<file path="src/hw/rtl/text_console_scrollback_macros.svh">
// Assertion macros for the text console scrollback block.
// Taken in by the modules that check their own control logic; no other dependency.
`ifndef TEXT_CONSOLE_SCROLLBACK_MACROS_SVH
`define TEXT_CONSOLE_SCROLLBACK_MACROS_SVH

// Same-cycle implication, quiet while reset is asserted.
`define TCS_ASSERT_IMPL(lbl, clk, rst_n, ante, cons) \
	lbl: assert property (@(posedge clk) disable iff (!rst_n) (ante) |-> (cons)) \
		else $error("tcs: same-cycle check failed");

// Next-cycle implication, quiet while reset is asserted.
`define TCS_ASSERT_NEXT(lbl, clk, rst_n, ante, cons) \
	lbl: assert property (@(posedge clk) disable iff (!rst_n) (ante) |=> (cons)) \
		else $error("tcs: next-cycle check failed");

`endif

</file>
<file path="src/hw/rtl/tcs_pkg.sv">
// Shared constants and types of the text console scrollback block.
// No dependencies; imported by the controller and the top level.
package tcs_pkg;

	localparam int STORE_ROWS  = 512;
	localparam int SCREEN_COLS = 80;
	localparam int SCREEN_ROWS = 25;
	localparam int CELLS       = STORE_ROWS * SCREEN_COLS;

	localparam int ROW_W  = $clog2(STORE_ROWS);
	localparam int COL_W  = $clog2(SCREEN_COLS);
	localparam int MEM_AW = $clog2(CELLS);

	localparam int CELL_W = 16;
	localparam int CUR_W  = 11;
	localparam int OP_W   = 3;
	localparam int CHAR_W = 8;
	localparam int RROW_W = 5;
	localparam int RCOL_W = 7;
	localparam int ATTR_W = 8;
	localparam int ADDR_W = 3;

	localparam logic [ATTR_W-1:0] ATTR_RESET = 8'h1E;
	localparam logic [CHAR_W-1:0] CH_SPACE   = 8'h20;

	typedef struct packed {
		logic [OP_W-1:0]   opcode;
		logic [CHAR_W-1:0] char_code;
		logic [RROW_W-1:0] read_row;
		logic [RCOL_W-1:0] read_column;
	} tcs_item_t;

	typedef struct packed {
		logic [CELL_W-1:0] cell_data;
		logic [CUR_W-1:0]  cursor_pos;
		logic [ROW_W-1:0]  view_top;
		logic [ROW_W-1:0]  write_row;
		logic [COL_W-1:0]  write_column;
	} tcs_result_t;

	typedef struct packed {
		logic              we;
		logic              re;
		logic [MEM_AW-1:0] addr;
		logic [CELL_W-1:0] wdata;
	} tcs_ram_req_t;

endpackage

</file>
<file path="src/hw/rtl/tcs_ctrl.sv">
// Sequencer of the console: cursor, view and ring state, and the memory access steps.
// Depends on tcs_pkg and the assertion macros header.
`include "text_console_scrollback_macros.svh"

module tcs_ctrl (
	input  logic                      clk,
	input  logic                      arst_n,
	input  logic                      item_valid,
	input  tcs_pkg::tcs_item_t        item,
	output logic                      item_ready,
	input  logic [tcs_pkg::ATTR_W-1:0] attr,
	input  logic                      res_ready,
	output logic                      res_push,
	output tcs_pkg::tcs_result_t      res,
	output tcs_pkg::tcs_ram_req_t     ram_req,
	input  logic [tcs_pkg::CELL_W-1:0] ram_rdata
);
	import tcs_pkg::*;

	localparam logic [OP_W-1:0] OP_PUT   = 3'd0;
	localparam logic [OP_W-1:0] OP_BACK  = 3'd1;
	localparam logic [OP_W-1:0] OP_FWD   = 3'd2;
	localparam logic [OP_W-1:0] OP_CLEAR = 3'd3;
	localparam logic [OP_W-1:0] OP_READ  = 3'd4;

	localparam logic [CHAR_W-1:0] CH_BACKSPACE = 8'd8;
	localparam logic [CHAR_W-1:0] CH_NEWLINE   = 8'd10;

	localparam logic [3:0] ST_SWEEP   = 4'd0;
	localparam logic [3:0] ST_IDLE    = 4'd1;
	localparam logic [3:0] ST_EXEC    = 4'd2;
	localparam logic [3:0] ST_PHYS    = 4'd3;
	localparam logic [3:0] ST_ADDR    = 4'd4;
	localparam logic [3:0] ST_MEM     = 4'd5;
	localparam logic [3:0] ST_RWAIT   = 4'd6;
	localparam logic [3:0] ST_NEWLINE = 4'd7;
	localparam logic [3:0] ST_FINISH  = 4'd8;
	localparam logic [3:0] ST_CURSOR  = 4'd9;
	localparam logic [3:0] ST_DONE    = 4'd10;

	localparam logic [1:0] KIND_WRITE = 2'd0;
	localparam logic [1:0] KIND_READ  = 2'd1;
	localparam logic [1:0] KIND_BLANK = 2'd2;

	localparam logic [ROW_W-1:0]  LAST_ROW  = ROW_W'(STORE_ROWS - 1);
	localparam logic [COL_W-1:0]  LAST_COL  = COL_W'(SCREEN_COLS - 1);
	localparam logic [ROW_W-1:0]  FOLLOW_GAP = ROW_W'(SCREEN_ROWS - 1);
	localparam logic [MEM_AW-1:0] LAST_CELL = MEM_AW'(CELLS - 1);

	logic [3:0]        state_q;
	logic [OP_W-1:0]   op_q;
	logic [CHAR_W-1:0] char_q;
	logic [RROW_W-1:0] rrow_q;
	logic [RCOL_W-1:0] rcol_q;
	logic [ROW_W-1:0]  ring_q;
	logic [ROW_W-1:0]  line_q;
	logic [COL_W-1:0]  col_q;
	logic [ROW_W-1:0]  view_q;
	logic [CUR_W-1:0]  cursor_q;
	logic [ROW_W-1:0]  acc_row_q;
	logic [COL_W-1:0]  acc_col_q;
	logic [1:0]        kind_q;
	logic              nl_pend_q;
	logic [CELL_W-1:0] wdata_q;
	logic [CELL_W-1:0] blank_q;
	logic [ROW_W-1:0]  phys_q;
	logic [MEM_AW-1:0] mem_addr_q;
	logic [CELL_W-1:0] cell_q;
	logic              sweep_clear_q;
	logic [COL_W-1:0]  blank_cnt_q;

	logic [ROW_W-1:0]  follow_lim;
	logic [ROW_W:0]    logical;
	logic [ROW_W:0]    phys_sum;
	logic [ROW_W-1:0]  phys_next;
	logic [MEM_AW-1:0] addr_next;
	logic [CUR_W-1:0]  diff;
	logic [CUR_W-1:0]  cursor_next;
	logic [CELL_W-1:0] blank_cur;

	always_comb begin
		follow_lim  = (line_q >= FOLLOW_GAP) ? line_q - FOLLOW_GAP : '0;
		logical     = {1'b0, view_q} + (ROW_W + 1)'(rrow_q);
		phys_sum    = {1'b0, ring_q} + {1'b0, acc_row_q};
		phys_next   = (phys_sum >= (ROW_W + 1)'(STORE_ROWS)) ?
			ROW_W'(phys_sum - (ROW_W + 1)'(STORE_ROWS)) : ROW_W'(phys_sum);
		addr_next   = MEM_AW'(32'(phys_q) * SCREEN_COLS) + MEM_AW'(acc_col_q);
		// screen row wraps modulo the cursor width when the view sits below the line
		diff        = CUR_W'(line_q) - CUR_W'(view_q);
		cursor_next = CUR_W'(32'(diff) * SCREEN_COLS) + CUR_W'(col_q);
		blank_cur   = {attr, CH_SPACE};
	end

	assign item_ready = (state_q == ST_IDLE);
	assign res_push   = (state_q == ST_DONE) && res_ready;

	always_comb begin
		res.cell_data    = cell_q;
		res.cursor_pos   = cursor_q;
		res.view_top     = view_q;
		res.write_row    = line_q;
		res.write_column = col_q;
	end

	always_comb begin
		ram_req.we    = (state_q == ST_SWEEP) || ((state_q == ST_MEM) && (kind_q != KIND_READ));
		ram_req.re    = (state_q == ST_MEM) && (kind_q == KIND_READ);
		ram_req.addr  = mem_addr_q;
		ram_req.wdata = (state_q == ST_SWEEP) ? blank_q : wdata_q;
	end

	always_ff @(posedge clk or negedge arst_n) begin
		if (!arst_n) begin
			state_q       <= ST_SWEEP;
			ring_q        <= '0;
			line_q        <= '0;
			col_q         <= '0;
			view_q        <= '0;
			cursor_q      <= '0;
			mem_addr_q    <= '0;
			blank_q       <= {ATTR_RESET, CH_SPACE};
			sweep_clear_q <= 1'b0;
			nl_pend_q     <= 1'b0;
			kind_q        <= KIND_WRITE;
		end else begin
			unique case (state_q)
				ST_SWEEP: begin
					mem_addr_q <= mem_addr_q + 1'b1;
					if (mem_addr_q == LAST_CELL) begin
						state_q       <= sweep_clear_q ? ST_DONE : ST_IDLE;
						sweep_clear_q <= 1'b0;
					end
				end
				ST_IDLE: begin
					if (item_valid) begin
						op_q    <= item.opcode;
						char_q  <= item.char_code;
						rrow_q  <= item.read_row;
						rcol_q  <= item.read_column;
						state_q <= ST_EXEC;
					end
				end
				ST_EXEC: begin
					cell_q    <= '0;
					nl_pend_q <= 1'b0;
					unique case (op_q)
						OP_PUT: begin
							if (char_q == CH_BACKSPACE) begin
								// step back, across a line start if needed, and blank
								if (col_q != '0) begin
									col_q     <= col_q - 1'b1;
									acc_row_q <= line_q;
									acc_col_q <= col_q - 1'b1;
								end else if (line_q != '0) begin
									line_q    <= line_q - 1'b1;
									col_q     <= LAST_COL;
									acc_row_q <= line_q - 1'b1;
									acc_col_q <= LAST_COL;
								end else begin
									acc_row_q <= line_q;
									acc_col_q <= col_q;
								end
								wdata_q <= blank_cur;
								kind_q  <= KIND_WRITE;
								state_q <= ST_PHYS;
							end else if (char_q == CH_NEWLINE) begin
								state_q <= ST_NEWLINE;
							end else begin
								acc_row_q <= line_q;
								acc_col_q <= col_q;
								wdata_q   <= {attr, char_q};
								kind_q    <= KIND_WRITE;
								if (col_q == LAST_COL) begin
									nl_pend_q <= 1'b1;
								end else begin
									col_q <= col_q + 1'b1;
								end
								state_q <= ST_PHYS;
							end
						end
						OP_BACK: begin
							if (view_q != '0) begin
								view_q <= view_q - 1'b1;
							end
							state_q <= ST_DONE;
						end
						OP_FWD: begin
							if (view_q < follow_lim) begin
								view_q <= view_q + 1'b1;
							end
							state_q <= ST_DONE;
						end
						OP_CLEAR: begin
							blank_q       <= blank_cur;
							ring_q        <= '0;
							line_q        <= '0;
							col_q         <= '0;
							view_q        <= '0;
							cursor_q      <= '0;
							mem_addr_q    <= '0;
							sweep_clear_q <= 1'b1;
							state_q       <= ST_SWEEP;
						end
						OP_READ: begin
							if ((32'(rrow_q) < SCREEN_ROWS) && (32'(rcol_q) < SCREEN_COLS)) begin
								if (logical < (ROW_W + 1)'(STORE_ROWS)) begin
									acc_row_q <= ROW_W'(logical);
									acc_col_q <= COL_W'(rcol_q);
									kind_q    <= KIND_READ;
									state_q   <= ST_PHYS;
								end else begin
									cell_q  <= blank_cur;
									state_q <= ST_DONE;
								end
							end else begin
								state_q <= ST_DONE;
							end
						end
						default: begin
							state_q <= ST_DONE;
						end
					endcase
				end
				ST_PHYS: begin
					phys_q  <= phys_next;
					state_q <= ST_ADDR;
				end
				ST_ADDR: begin
					mem_addr_q  <= addr_next;
					blank_cnt_q <= '0;
					state_q     <= ST_MEM;
				end
				ST_MEM: begin
					unique case (kind_q)
						KIND_WRITE: begin
							state_q <= nl_pend_q ? ST_NEWLINE : ST_FINISH;
						end
						KIND_READ: begin
							state_q <= ST_RWAIT;
						end
						default: begin
							// blank the new bottom row one cell a cycle
							mem_addr_q  <= mem_addr_q + 1'b1;
							blank_cnt_q <= blank_cnt_q + 1'b1;
							if (blank_cnt_q == LAST_COL) begin
								state_q <= ST_FINISH;
							end
						end
					endcase
				end
				ST_RWAIT: begin
					cell_q  <= ram_rdata;
					state_q <= ST_DONE;
				end
				ST_NEWLINE: begin
					col_q     <= '0;
					nl_pend_q <= 1'b0;
					if (line_q == LAST_ROW) begin
						// store full: advance the ring and blank the reused row
						ring_q    <= (ring_q == LAST_ROW) ? '0 : ring_q + 1'b1;
						acc_row_q <= LAST_ROW;
						acc_col_q <= '0;
						wdata_q   <= blank_cur;
						kind_q    <= KIND_BLANK;
						state_q   <= ST_PHYS;
					end else begin
						line_q  <= line_q + 1'b1;
						state_q <= ST_FINISH;
					end
				end
				ST_FINISH: begin
					if (view_q < follow_lim) begin
						view_q <= follow_lim;
					end
					state_q <= ST_CURSOR;
				end
				ST_CURSOR: begin
					cursor_q <= cursor_next;
					state_q  <= ST_DONE;
				end
				ST_DONE: begin
					if (res_ready) begin
						state_q <= ST_IDLE;
					end
				end
				default: begin
					state_q <= ST_IDLE;
				end
			endcase
		end
	end

	`TCS_ASSERT_IMPL(a_col_in_range, clk, arst_n, 1'b1, col_q <= LAST_COL)
	`TCS_ASSERT_IMPL(a_view_follows, clk, arst_n, state_q == ST_CURSOR, view_q >= follow_lim)
	`TCS_ASSERT_IMPL(a_rwait_after_read, clk, arst_n, state_q == ST_RWAIT, $past(ram_req.re))
	`TCS_ASSERT_NEXT(a_push_to_idle, clk, arst_n, res_push, state_q == ST_IDLE)

endmodule

</file>
<file path="config.mk">
export PLATFORM = sky130hd
export DESIGN_NAME = tcs_ctrl
export DESIGN_NICKNAME = d
export VERILOG_FILES = /design/src/hw/rtl/tcs_pkg.sv /design/src/hw/rtl/tcs_ctrl.sv
export VERILOG_INCLUDE_DIRS = /design/src /design/src/hw/rtl
export SDC_FILE = /design/constraint.sdc
export NUM_CORES = 1
export LEC_CHECK = 0
export BUFFER_PORTS_ARGS = -buffer_cell sky130_fd_sc_hd__buf_2
export CAP_MARGIN = 10
export CORE_MARGIN = 1.5
export CORE_UTILIZATION = 36
export CTS_CLUSTER_SIZE = 10
export DETAILED_ROUTE_END_ITERATION = 8
export PLACE_DENSITY = 0.52
export SETUP_SLACK_MARGIN = 0.05
export SLEW_MARGIN = 20
export SYNTH_ARGS = -nofsm -noshare
export SYNTH_HDL_FRONTEND = slang
export SYNTH_SLANG_ARGS = --single-unit
</file>
<file path="constraint.sdc">
create_clock -name clk -period 8.5 [get_ports clk]
set_input_delay 1.7 -clock clk [delete_from_list [all_inputs] [get_ports clk]]
set_output_delay 1.7 -clock clk [all_outputs]
set_load 0.01 [all_outputs]
</file>
==> metrics, run 1 <==
Congestion Overflow GR 0; Top Usage Layer GRT met2; Synthesis Warnings 0; M1 GR Usage 27.22%; number of distinct library cells after synthesis 72; cell taking the most area after synthesis edfxtp_1; peak supply drop 331.7 uV; worst r2r path cells 16; vias in the first global route 8564; vias per cell 5.378; Worst-Skew Late Latency 0.44 ns; grt met2 use 33.63%; critical path required time 6.80 ns; DR pass1 iterations 8; max_slew headroom 29.39%; grt met3 use 3.478%; Synth Area per Inst 9.449 um2; Final nets 1366; H-tree lvl count 4; asr flop ratio synth 46.95%; hpwl dp 22700 um; die footprint 30270 um2; crit end category primary output; Least-Margin Pin Slew 1.050 ns; CTS Buf Count 17; Max Cap Violations 0; hold-fix buffers at CTS 0; startpoint type of the worst setup path flop; leakage dissipation 5.183 nW; clock tree sinks 164; outcome finished clean; CTS tree done; unrepaired setup endpoints after global routing false; min setup slack post-route 4.259 ns; drt total wl 30240 um; power per cell area 352.6 nW/um2; top_reg_cell synth edfxtp_1; Clock Pin Slew Worst Setup and Hold Paths 0.08 ns; I/O Buffers 138; R2R Path End cursor_q[10]$_DFFE_PN0P_; initial DRC count 639; IO Count 139; Hold Path Stages 1; Bufs on Longest Clock Path 2; Net Count, Synth 1246; maximum number of pins on one net before global-route repair 66; n_diodes 0; Worst Hold Class flop to flop; fin crit share 49.89%; ratio of cells with drive above 1 in the final layout 17.40%; Post-CTS Setup Bufs 0; Slew Viols, Final 0; synthesized flop and latch total 164; dpl ws 4.510 ns; drt wl/cell 18.54 um; Tmin final 4.241 ns; most area-consuming cells after synthesis edfxtp_1, dfrtp_1, ha_1, o21ai_0, nand2_1; antenna-violating nets left 0; RD Place Congestion 0.8473; hold path endpoint blank_q[8]$_DFFE_PN0P_; cts repair resizes 0; first-pass GRT wire length 48350 um; register area share after synthesis 43.17%; Post-synth EDFFs 87; Data arrival, critical path 2.54 ns; Syn Inst Count 1114; setup slack, reg-to-reg 4.52 ns; DRC 0; Final TNS setup 0 ns; Initial Util 36.67%; Final setup viols 0; core area 28700 um2; Root Driver clkbuf_16; Max Clk Rate 235.8 MHz; Syn-to-layout area delta 16.26%; Final Hold Violating Endpoints 0; Yosys top cell area share 24.82%; HP Start blank_q[8]$_DFFE_PN0P_; Total GRT Usage 20.24%; Setup Skew 0.01782 ns; reg2reg start line_q[0]$_DFFE_PN0P_; Crit Path Class flop to primary output; Die W 174.0 um; initial antenna violation count 1; mapped cell area 10530 um2; crit-path max FO 20; Die Y 174.0 um; via count 8771; Std-Cell Rows 62
[power by group]
group | leakage (nW) | switching [mW] | total (mW) | internal, mW
clock network | 0.300 | 0.399 | 0.803 | 0.404
logic | 3.10 | 1.29 | 2.23 | 0.944
registers | 1.79 | 0.253 | 1.28 | 1.03
[area by class of cell]
| cell class | instances | area (um2) |
|---|---|---|
| Clock inverter | 15 | 198.9 |
| Inverter | 47 | 176.4 |
| Multi-Input combinational cell | 853 | 5622 |
| Sequential cell | 164 | 4544 |
| Timing Repair Buffer | 151 | 790.8 |
| Clock buffer | 17 | 425.4 |
| Tap cell | 384 | 480.5 |
| Fill cell | 2903 | 16460 |
[sequential cells by signal (all words and copies together), names as in the netlist, 8 cells and up]
register and count:
cell_q 16, view_q 9, ring_q 9, char_q 8, phys_q 9, cursor_q 11, wdata_q 16, mem_addr_q 16
blank_q 8, acc_row_q 9, line_q 9
[synthesized netlist by cell type, drive strengths merged, types with 30 or more instances]
| library cell | instances |
|---|---|
| a21oi | 77 |
| and3 | 32 |
| clkbuf | 45 |
| dfrtp | 73 |
| edfxtp | 87 |
| ha | 73 |
| inv | 47 |
| nand2 | 108 |
| nor2 | 104 |
| nor3 | 30 |
| o21ai | 89 |
| xnor2 | 39 |
[cells by family after synthesis]
family                   share of synthesized area, %
XOR/XNOR                                        5.242
flip-flops                                      43.17
buffers and inverters                           3.649
adder cells (fa/ha/maj)                         10.20
AND/OR/NAND/NOR                                 18.36
AO/OA/AOI/OAI                                   17.81
multiplexers                                    1.569
[worst max path at each step]
stage / from / endpoint / slack, ns / cells after the start
3_3_place_gp: line_q[0]$_DFFE_PN0P_ / cursor_q[10]$_DFFE_PN0P_ / 4.67 / 16
6_report: state_q[2]$_DFFE_PN0P_ / ram_req[33] / 4.26 / 4
3_5_place_dp: line_q[0]$_DFFE_PN0P_ / cursor_q[10]$_DFFE_PN0P_ / 4.51 / 16
2_1_floorplan: line_q[0]$_DFFE_PN0P_ / cursor_q[10]$_DFFE_PN0P_ / 4.84 / 16
4_1_cts: state_q[2]$_DFFE_PN0P_ / ram_req[33] / 4.29 / 4
5_1_grt: state_q[2]$_DFFE_PN0P_ / ram_req[33] / 4.10 / 4
[metrics by stage]
| stage | std cells | hold slack (ns) | instance area [um2] | util, % | power [mW] |
|---|---|---|---|---|---|
| global route | 1631 | 0.5332 | 12240 | 42.64 | 4.666 |
| detailed placement | 1599 | 0.4963 | 11610 | 40.45 | 3.527 |
| floorplan | 1114 | 0.4781 | 10530 | - | 2.877 |
| CTS | 1631 | 0.5152 | 12230 | 42.62 | 4.345 |
| global placement | 1599 | 0.4921 | 11610 | 40.45 | 3.517 |
| finish | 1631 | 0.5126 | 12240 | 42.64 | 4.315 |
[placed cells by master (no fill, tap or decap), drive strengths merged, types with 9 or more instances in the layout]
cell	netlist	final
xor2	24	24
a22o	11	11
nor2b	16	16
nor2	104	104
clkbuf	45	17
nand2	108	108
nor3	30	30
o22ai	17	17
a211oi	11	11
nand2b	14	14
dfrtp	73	73
or3	11	11
o21ai	89	89
inv	47	52
nor4	10	10
ha	73	73
clkinv	0	10
a21oi	77	77
a21o	16	16
nand3	29	29
buf	5	151
and2	12	12
o31ai	9	9
edfxtp	87	87
mux2	12	12
xnor2	39	39
and3	32	32
[worst max-delay path, cell delays in order, from the launching register on]
cell	delay, ns
dfrtp_1	0.72
nor2b_1	0.60
nand2_1	0.40
o21ai_0	0.23
buf_2	0.16
[metal layers]
metal | up-vias | share of wire (%)
li1 | 4318 | -
met1 | 4196 | 46
met2 | 230 | 48
met3 | 25 | 4.5
met4 | 2 | 1.7
met5 | - | 0.060
(Power assumes the default switching activity.)
==> inputs of run 2 (changes only) <==
- PLACE_DENSITY: 0.52 -> 0.54
- clock period: 8.5 -> 3.9 ns (I/O delays scaled with it)
==> run 2 against run 1 <==
Against the previous run: critical path depth rose by 12; routed wire length increased by 0.14%; clock skew is 0.0094 ns lower; critical endpoint is now cursor_q[10]$_DFFE_PN0P_; clock power is 110% higher; die area unchanged.
==> metrics, run 2 (synthesis gave the netlist of run 1 again) <==
outcome finished clean; power per cell area 776.5 nW/um2 (+120%); initial antenna violation count 1 (unchanged); H-tree lvl count 4 (unchanged); CTS Buf Count 17 (unchanged); Worst-Skew Late Latency 0.44 ns (about the same); Worst Hold Class primary input to asynchronous set/reset pin; drt wl/cell 18.32 um (-1.2%); ratio of cells with drive above 1 in the final layout 18.93% (+1.5 points); Tmin final 3.558 ns; Crit Path Class flop to flop; most frequent cells in the layout buf_2, nand2_1, nor2_1; fin crit share 91.24%; clock tree sinks 164 (unchanged); first-pass GRT wire length 48750 um (+0.83%); Reg area 4544 um2 (unchanged); CP dominant cell by count xnor2_1; CTS tree done; Syn-to-layout area delta 17.53%; via count 9011 (+2.7%); end point of the critical path cursor_q[10]$_DFFE_PN0P_; critical path required time 4.18 ns (-2.62 ns); Die W 174.0 um (unchanged); Final setup viols 0 (unchanged); startpoint type of the worst setup path flop; most common cell after layout, fill and taps aside buf_2; CP max-delay cell fa_2; biggest regs cell_q x16, mem_addr_q x16, wdata_q x16; Least-Margin Pin Slew 0.9825 ns (-0.06796 ns); worst r2r path cells 16 (unchanged); Initial Util 36.67% (unchanged); Post-CTS Setup Bufs 0 (unchanged); vias in the first global route 8875 (+3.6%); Data arrival, critical path 3.84 ns (+1.30 ns); antenna-violating nets left 0 (unchanged); grt met3 use 3.193% (-0.28 points); setup slack, reg-to-reg 0.34 ns (-4.18 ns); Setup Skew 0.008401 ns (-0.009416 ns); CP max stage delay 0.41 ns (-0.31 ns); reg2reg start line_q[0]$_DFFE_PN0P_; initial DRC count 501 (-22%); die footprint 30270 um2 (unchanged); RD Place Congestion 0.8551 (+0.92%); unrepaired setup endpoints after global routing false; drt total wl 30290 um (+0.14%); DR pass1 iterations 5 (-3); leakage dissipation 5.273 nW (+1.7%); DRC 0 (unchanged); Root Driver clkbuf_16; Slew Viols, Final 0 (unchanged); peak supply drop 533.9 uV (+61%); M1 GR Usage 27.44% (+0.22 points); Crit. Startpoint line_q[0]$_DFFE_PN0P_; Congestion Overflow GR 0 (unchanged); Max Cap Violations 0 (unchanged); hpwl dp 22770 um (+0.28%); Total GRT Usage 20.32% (+0.078 points); IO Count 139 (unchanged); R2R Path End cursor_q[10]$_DFFE_PN0P_; final core occ 43.10% (+0.47 points); Clock Pin Slew Worst Setup and Hold Paths 0.07 ns (about the same); filler cell count 2886 (-0.59%); crit end category flop; Std-Cell Rows 62 (unchanged); Bufs on Longest Clock Path 2 (unchanged); I/O Buffers 138 (unchanged); crit-path max FO 2 (-90%); vias per cell 5.451 (+1.4%); grt met2 use 32.60% (-1.0 points); Final nets 1387 (+1.5%); Final TNS setup 0 ns (unchanged); Max Clk Rate 281.0 MHz; maximum number of pins on one net before global-route repair 62 (-6.1%); Multi-input gate area 5632 um2 (+0.18%); max_slew headroom 34.26% (+4.9 points); Top Usage Layer GRT met2; Final Hold Violating Endpoints 0 (unchanged); Die Y 174.0 um (unchanged); Cell Chain, Critical Path inv_1, ha_1, inv_1, fa_1, a21o_1, a21oi_2, xnor2_1, ha_1, fa_2, xor2_2, o2111ai_2, xnor2_1, xnor2_1, xnor2_1, xnor2_1, o22ai_1; core area 28700 um2 (unchanged)
## run 2: cell count changes in the layout (fill, tap and decap cells not counted), sizes merged
| cell | previous run | this run |
|---|---|---|
| buf | 151 | 172 |
| bufinv | 0 | 1 |
| clkinv | 10 | 5 |
| clkinvlp | 0 | 1 |
| diode | 0 | 1 |
| inv | 52 | 55 |
## run 2: power by group
group / switching, mW / internal [mW]
sequential: 0.424 / 2.24
combinational: 3.03 / 2.21
clock: 0.799 / 0.910
## run 2: area by class of cell
type,count,share of cell area (%)
multi-input cells,853,45.52
flip-flops and latches,164,36.73
repair buffers,172,7.666
well taps,384,3.883
clock buffers,17,3.439
inverters,47,1.426
clock inverters,15,1.315
diodes,1,0.02023
## run 2: what timing repair did
item / 4_1_cts / 5_1_grt
hold endpoints to repair: 0 / 0
gates resized for setup: 0 / 5
hold buffers: 0 / 0
setup endpoints to repair: 0 / 1
## run 2: metrics by stage
stage                     power, mW  area [um2]  setup slack, ns  hold slack [ns]  std cells
after floorplan               6.271       10530           0.2378           0.4781       1114
after global placement        7.706       11760           0.2799           0.4935       1620
after detailed placement      7.799       11760           0.1593           0.4958       1620
after CTS                     9.543       12350           0.1442           0.2329       1652
after global routing          10.42       12370          0.09162           0.2391       1653
final                         9.607       12370           0.3416           0.2336       1653
## run 2: per-layer routing
metal  wire length, um  part of all wire [%]
met4               946                   3.1
met3              1328                   4.4
met5                 0                     0
met1             13990                    46
met2             14020                    46
## run 2: critical path: cells and delay by family, from the launching register on
| family | cells | cell delay [ns] |
|---|---|---|
| DFF | 1 | 0.37 |
| buffers and inverters | 2 | 0.14 |
| AOI/OAI and AO/OA | 4 | 0.60 |
| xor gates and xnor gates | 6 | 1.03 |
| adders and majority gates | 4 | 1.25 |
## run 2: how the worst min path moves through the flow
stage,to,depth (start not counted),start
CTS,state_q[3]$_DFFE_PN0P_,1,arst_n
floorplan,blank_q[13]$_DFFE_PN0P_,0,arst_n
global route,state_q[3]$_DFFE_PN0P_,1,arst_n
global placement,blank_q[14]$_DFFE_PN0P_,1,blank_q[14]$_DFFE_PN0P_
finish,state_q[3]$_DFFE_PN0P_,1,arst_n
detailed placement,blank_q[8]$_DFFE_PN0P_,1,blank_q[8]$_DFFE_PN0P_
==> inputs of run 3 (changes only) <==
- CORE_UTILIZATION: 36 -> 35
- PLACE_DENSITY: 0.54 -> 0.53
==> run 3 against run 2 <==
Against the previous run: clock-buffer cell count stayed put; die area increased by 2.8%; combinational power hardly changed; flip-flop and latch count unchanged; critical path depth unchanged; clock skew grew 0.0022 ns; non-clock buffer count is 2 lower; sequential power is essentially flat; design area about the same; clock power rose by 2%; register-to-register slack worse by 0.09 ns; final cell count up 0.18%; highest routed layer unchanged.
==> metrics, run 3 (synthesis gave the netlist of run 1 again) <==
outcome finished clean; crit end category flop; Final TNS setup 0 ns (unchanged); first-pass GRT wire length 47660 um (-2.2%); hpwl dp 22630 um (-0.60%); RD Place Congestion 0.8544 (about the same); most frequent cells in the layout buf_2, nand2_1, nor2_1; Final Hold Violating Endpoints 0 (unchanged); Tmin final 3.649 ns (+0.09082 ns); CTS Buf Count 17 (unchanged); grt met3 use 2.972% (-0.22 points); Worst-Skew Late Latency 0.44 ns (about the same); vias per cell 5.385 (-1.2%); Max Clk Rate 274.0 MHz (-2.5%); initial DRC count 615 (+23%); biggest regs cell_q x16, mem_addr_q x16, wdata_q x16; IO Count 139 (unchanged); cell-internal power 5.384 mW (+0.49%); n_diodes 0 (-1); Reg power frac 27.6% (about the same); critical path depth 16 (unchanged); M1 GR Usage 26.23% (-1.2 points); Crit Path Class flop to flop; vias in the first global route 8589 (-3.2%); final core occ 41.77% (-1.3 points); I/O Buffers 138 (unchanged); Syn-to-layout area delta 17.60% (about the same); Sw Ratio 44.29% (+0.061 points); Slew Viols, Final 0 (unchanged); clock tree sinks 164 (unchanged); via count 8917 (-1.0%); Top Usage Layer GRT met2; Die Y 176.4 um (+1.4%); Cell Chain, Critical Path inv_1, ha_1, inv_1, fa_1, a21o_1, a21oi_2, xnor2_1, ha_1, fa_1, xor2_2, o2111ai_2, xnor2_1, xnor2_1, xnor2_1, xnor2_1, o22ai_1; H-tree lvl count 4 (unchanged); Initial Util 35.52% (-1.2 points); crit-path max FO 2 (unchanged); Combinational Power Share 54.3% (-0.2 points); initial antenna violation count 0 (-1); DRC 0 (unchanged); buffers plus inverters on the worst setup path 2 (unchanged); Total GRT Usage 19.61% (-0.71 points); CP dominant cell by count xnor2_1; Data arrival, critical path 3.93 ns (+0.09 ns); critical path required time 4.18 ns (about the same); Least-Margin Pin Slew 0.9528 ns (-0.02970 ns); antenna-violating nets left 0 (unchanged); Max Cap Violations 0 (unchanged); CP max-delay cell fa_1; grt met2 use 32.23% (-0.37 points); worst r2r path cells 16 (unchanged); Bufs on Longest Clock Path 2 (unchanged); maximum number of pins on one net before global-route repair 60 (-3.2%); DR pass1 iterations 5 (unchanged); CP max stage delay 0.47 ns (+0.06 ns); CTS tree done; Clk pwr share 18.2% (+0.4 points); Final setup viols 0 (unchanged); leakage dissipation 5.268 nW (-0.11%); peak supply drop 581.6 uV (+8.9%); unrepaired setup endpoints after global routing false; drt wl/cell 18.19 um (-0.72%); Final nets 1385 (-0.14%); Std-Cell Rows 63 (+1.6%); Worst Hold Class primary input to asynchronous set/reset pin; Setup Skew 0.01058 ns (+0.002180 ns); startpoint type of the worst setup path flop; power per cell area 780.7 nW/um2 (+0.54%); max_slew headroom 36.48% (+2.2 points); drt total wl 30120 um (-0.53%); die footprint 31120 um2 (+2.8%); Overall Power 9.664 mW (+0.60%); CP delay by family, top adder cells; ratio of cells with drive above 1 in the final layout 18.80% (-0.13 points); Root Driver clkbuf_16; core area 29640 um2 (+3.3%); P_sw 4.280 mW (+0.74%); Congestion Overflow GR 0 (unchanged); Clock Pin Slew Worst Setup and Hold Paths 0.07 ns (about the same); Die W 176.4 um (+1.4%); fin crit share 93.57% (+2.3 points); most common cell after layout, fill and taps aside buf_2
==> run 3: power groups by stage <==
stage               registers (mW)  logic, mW  clock network [mW]
floorplan                     2.66       3.62                   0
finish                        2.66       5.25                1.75
global route                  2.72       5.87                1.86
detailed placement            2.69       5.09                   0
CTS                           2.66       5.12                1.79
global placement              2.69       5.02                   0
==> run 3: worst paths after layout <==
check / startpoint / end / slack, ns
setup / recovery: line_q[0]$_DFFE_PN0P_ / cursor_q[10]$_DFFE_PN0P_ / 0.25
hold / removal: arst_n / ring_q[7]$_DFFE_PN0P_ / 0.26
setup reg to reg: line_q[0]$_DFFE_PN0P_ / cursor_q[10]$_DFFE_PN0P_ / 0.25
hold reg to reg: blank_q[13]$_DFFE_PN0P_ / blank_q[13]$_DFFE_PN0P_ / 0.51
max in group asynchronous: arst_n / mem_addr_q[7]$_DFFE_PN0P_ / 2.51
min in group clk: blank_q[13]$_DFFE_PN0P_ / blank_q[13]$_DFFE_PN0P_ / 0.51
==> run 3: area by class of cell <==
class                      count  area [um2]
fill                        3041       17260
timing repair buffer         170       933.4
clock inverter                15       182.7
clock buffer                  17       425.4
tap                          390       488.0
inverter                      47       176.4
multi-input combinational    853        5629
sequential                   164        4544
==> run 3: per-stage QoR <==
stage	instances	area (um2)	hold WS, ns	worst slack, ns
finish	1656	12380	0.2554	0.2508
CTS	1655	12350	0.2464	0.1066
global placement	1623	11750	0.4923	0.2729
global route	1656	12380	0.2574	0.06320
floorplan	1114	10530	0.4781	0.2378
detailed placement	1623	11750	0.4959	0.1147
==> run 3: layer usage <==
layer | share of wire (%) | vias to the layer above
li1 | - | 4351
met1 | 46 | 4285
met2 | 47 | 248
met5 | 0 | -
met3 | 4.5 | 33
met4 | 2.6 | 0
==> run 3: timing repair <==
item / 4_1_cts / 5_1_grt
setup endpoints to repair: 0 / 1
gates resized for setup: 0 / 4
hold buffers: 0 / 0
setup buffers: 0 / 1
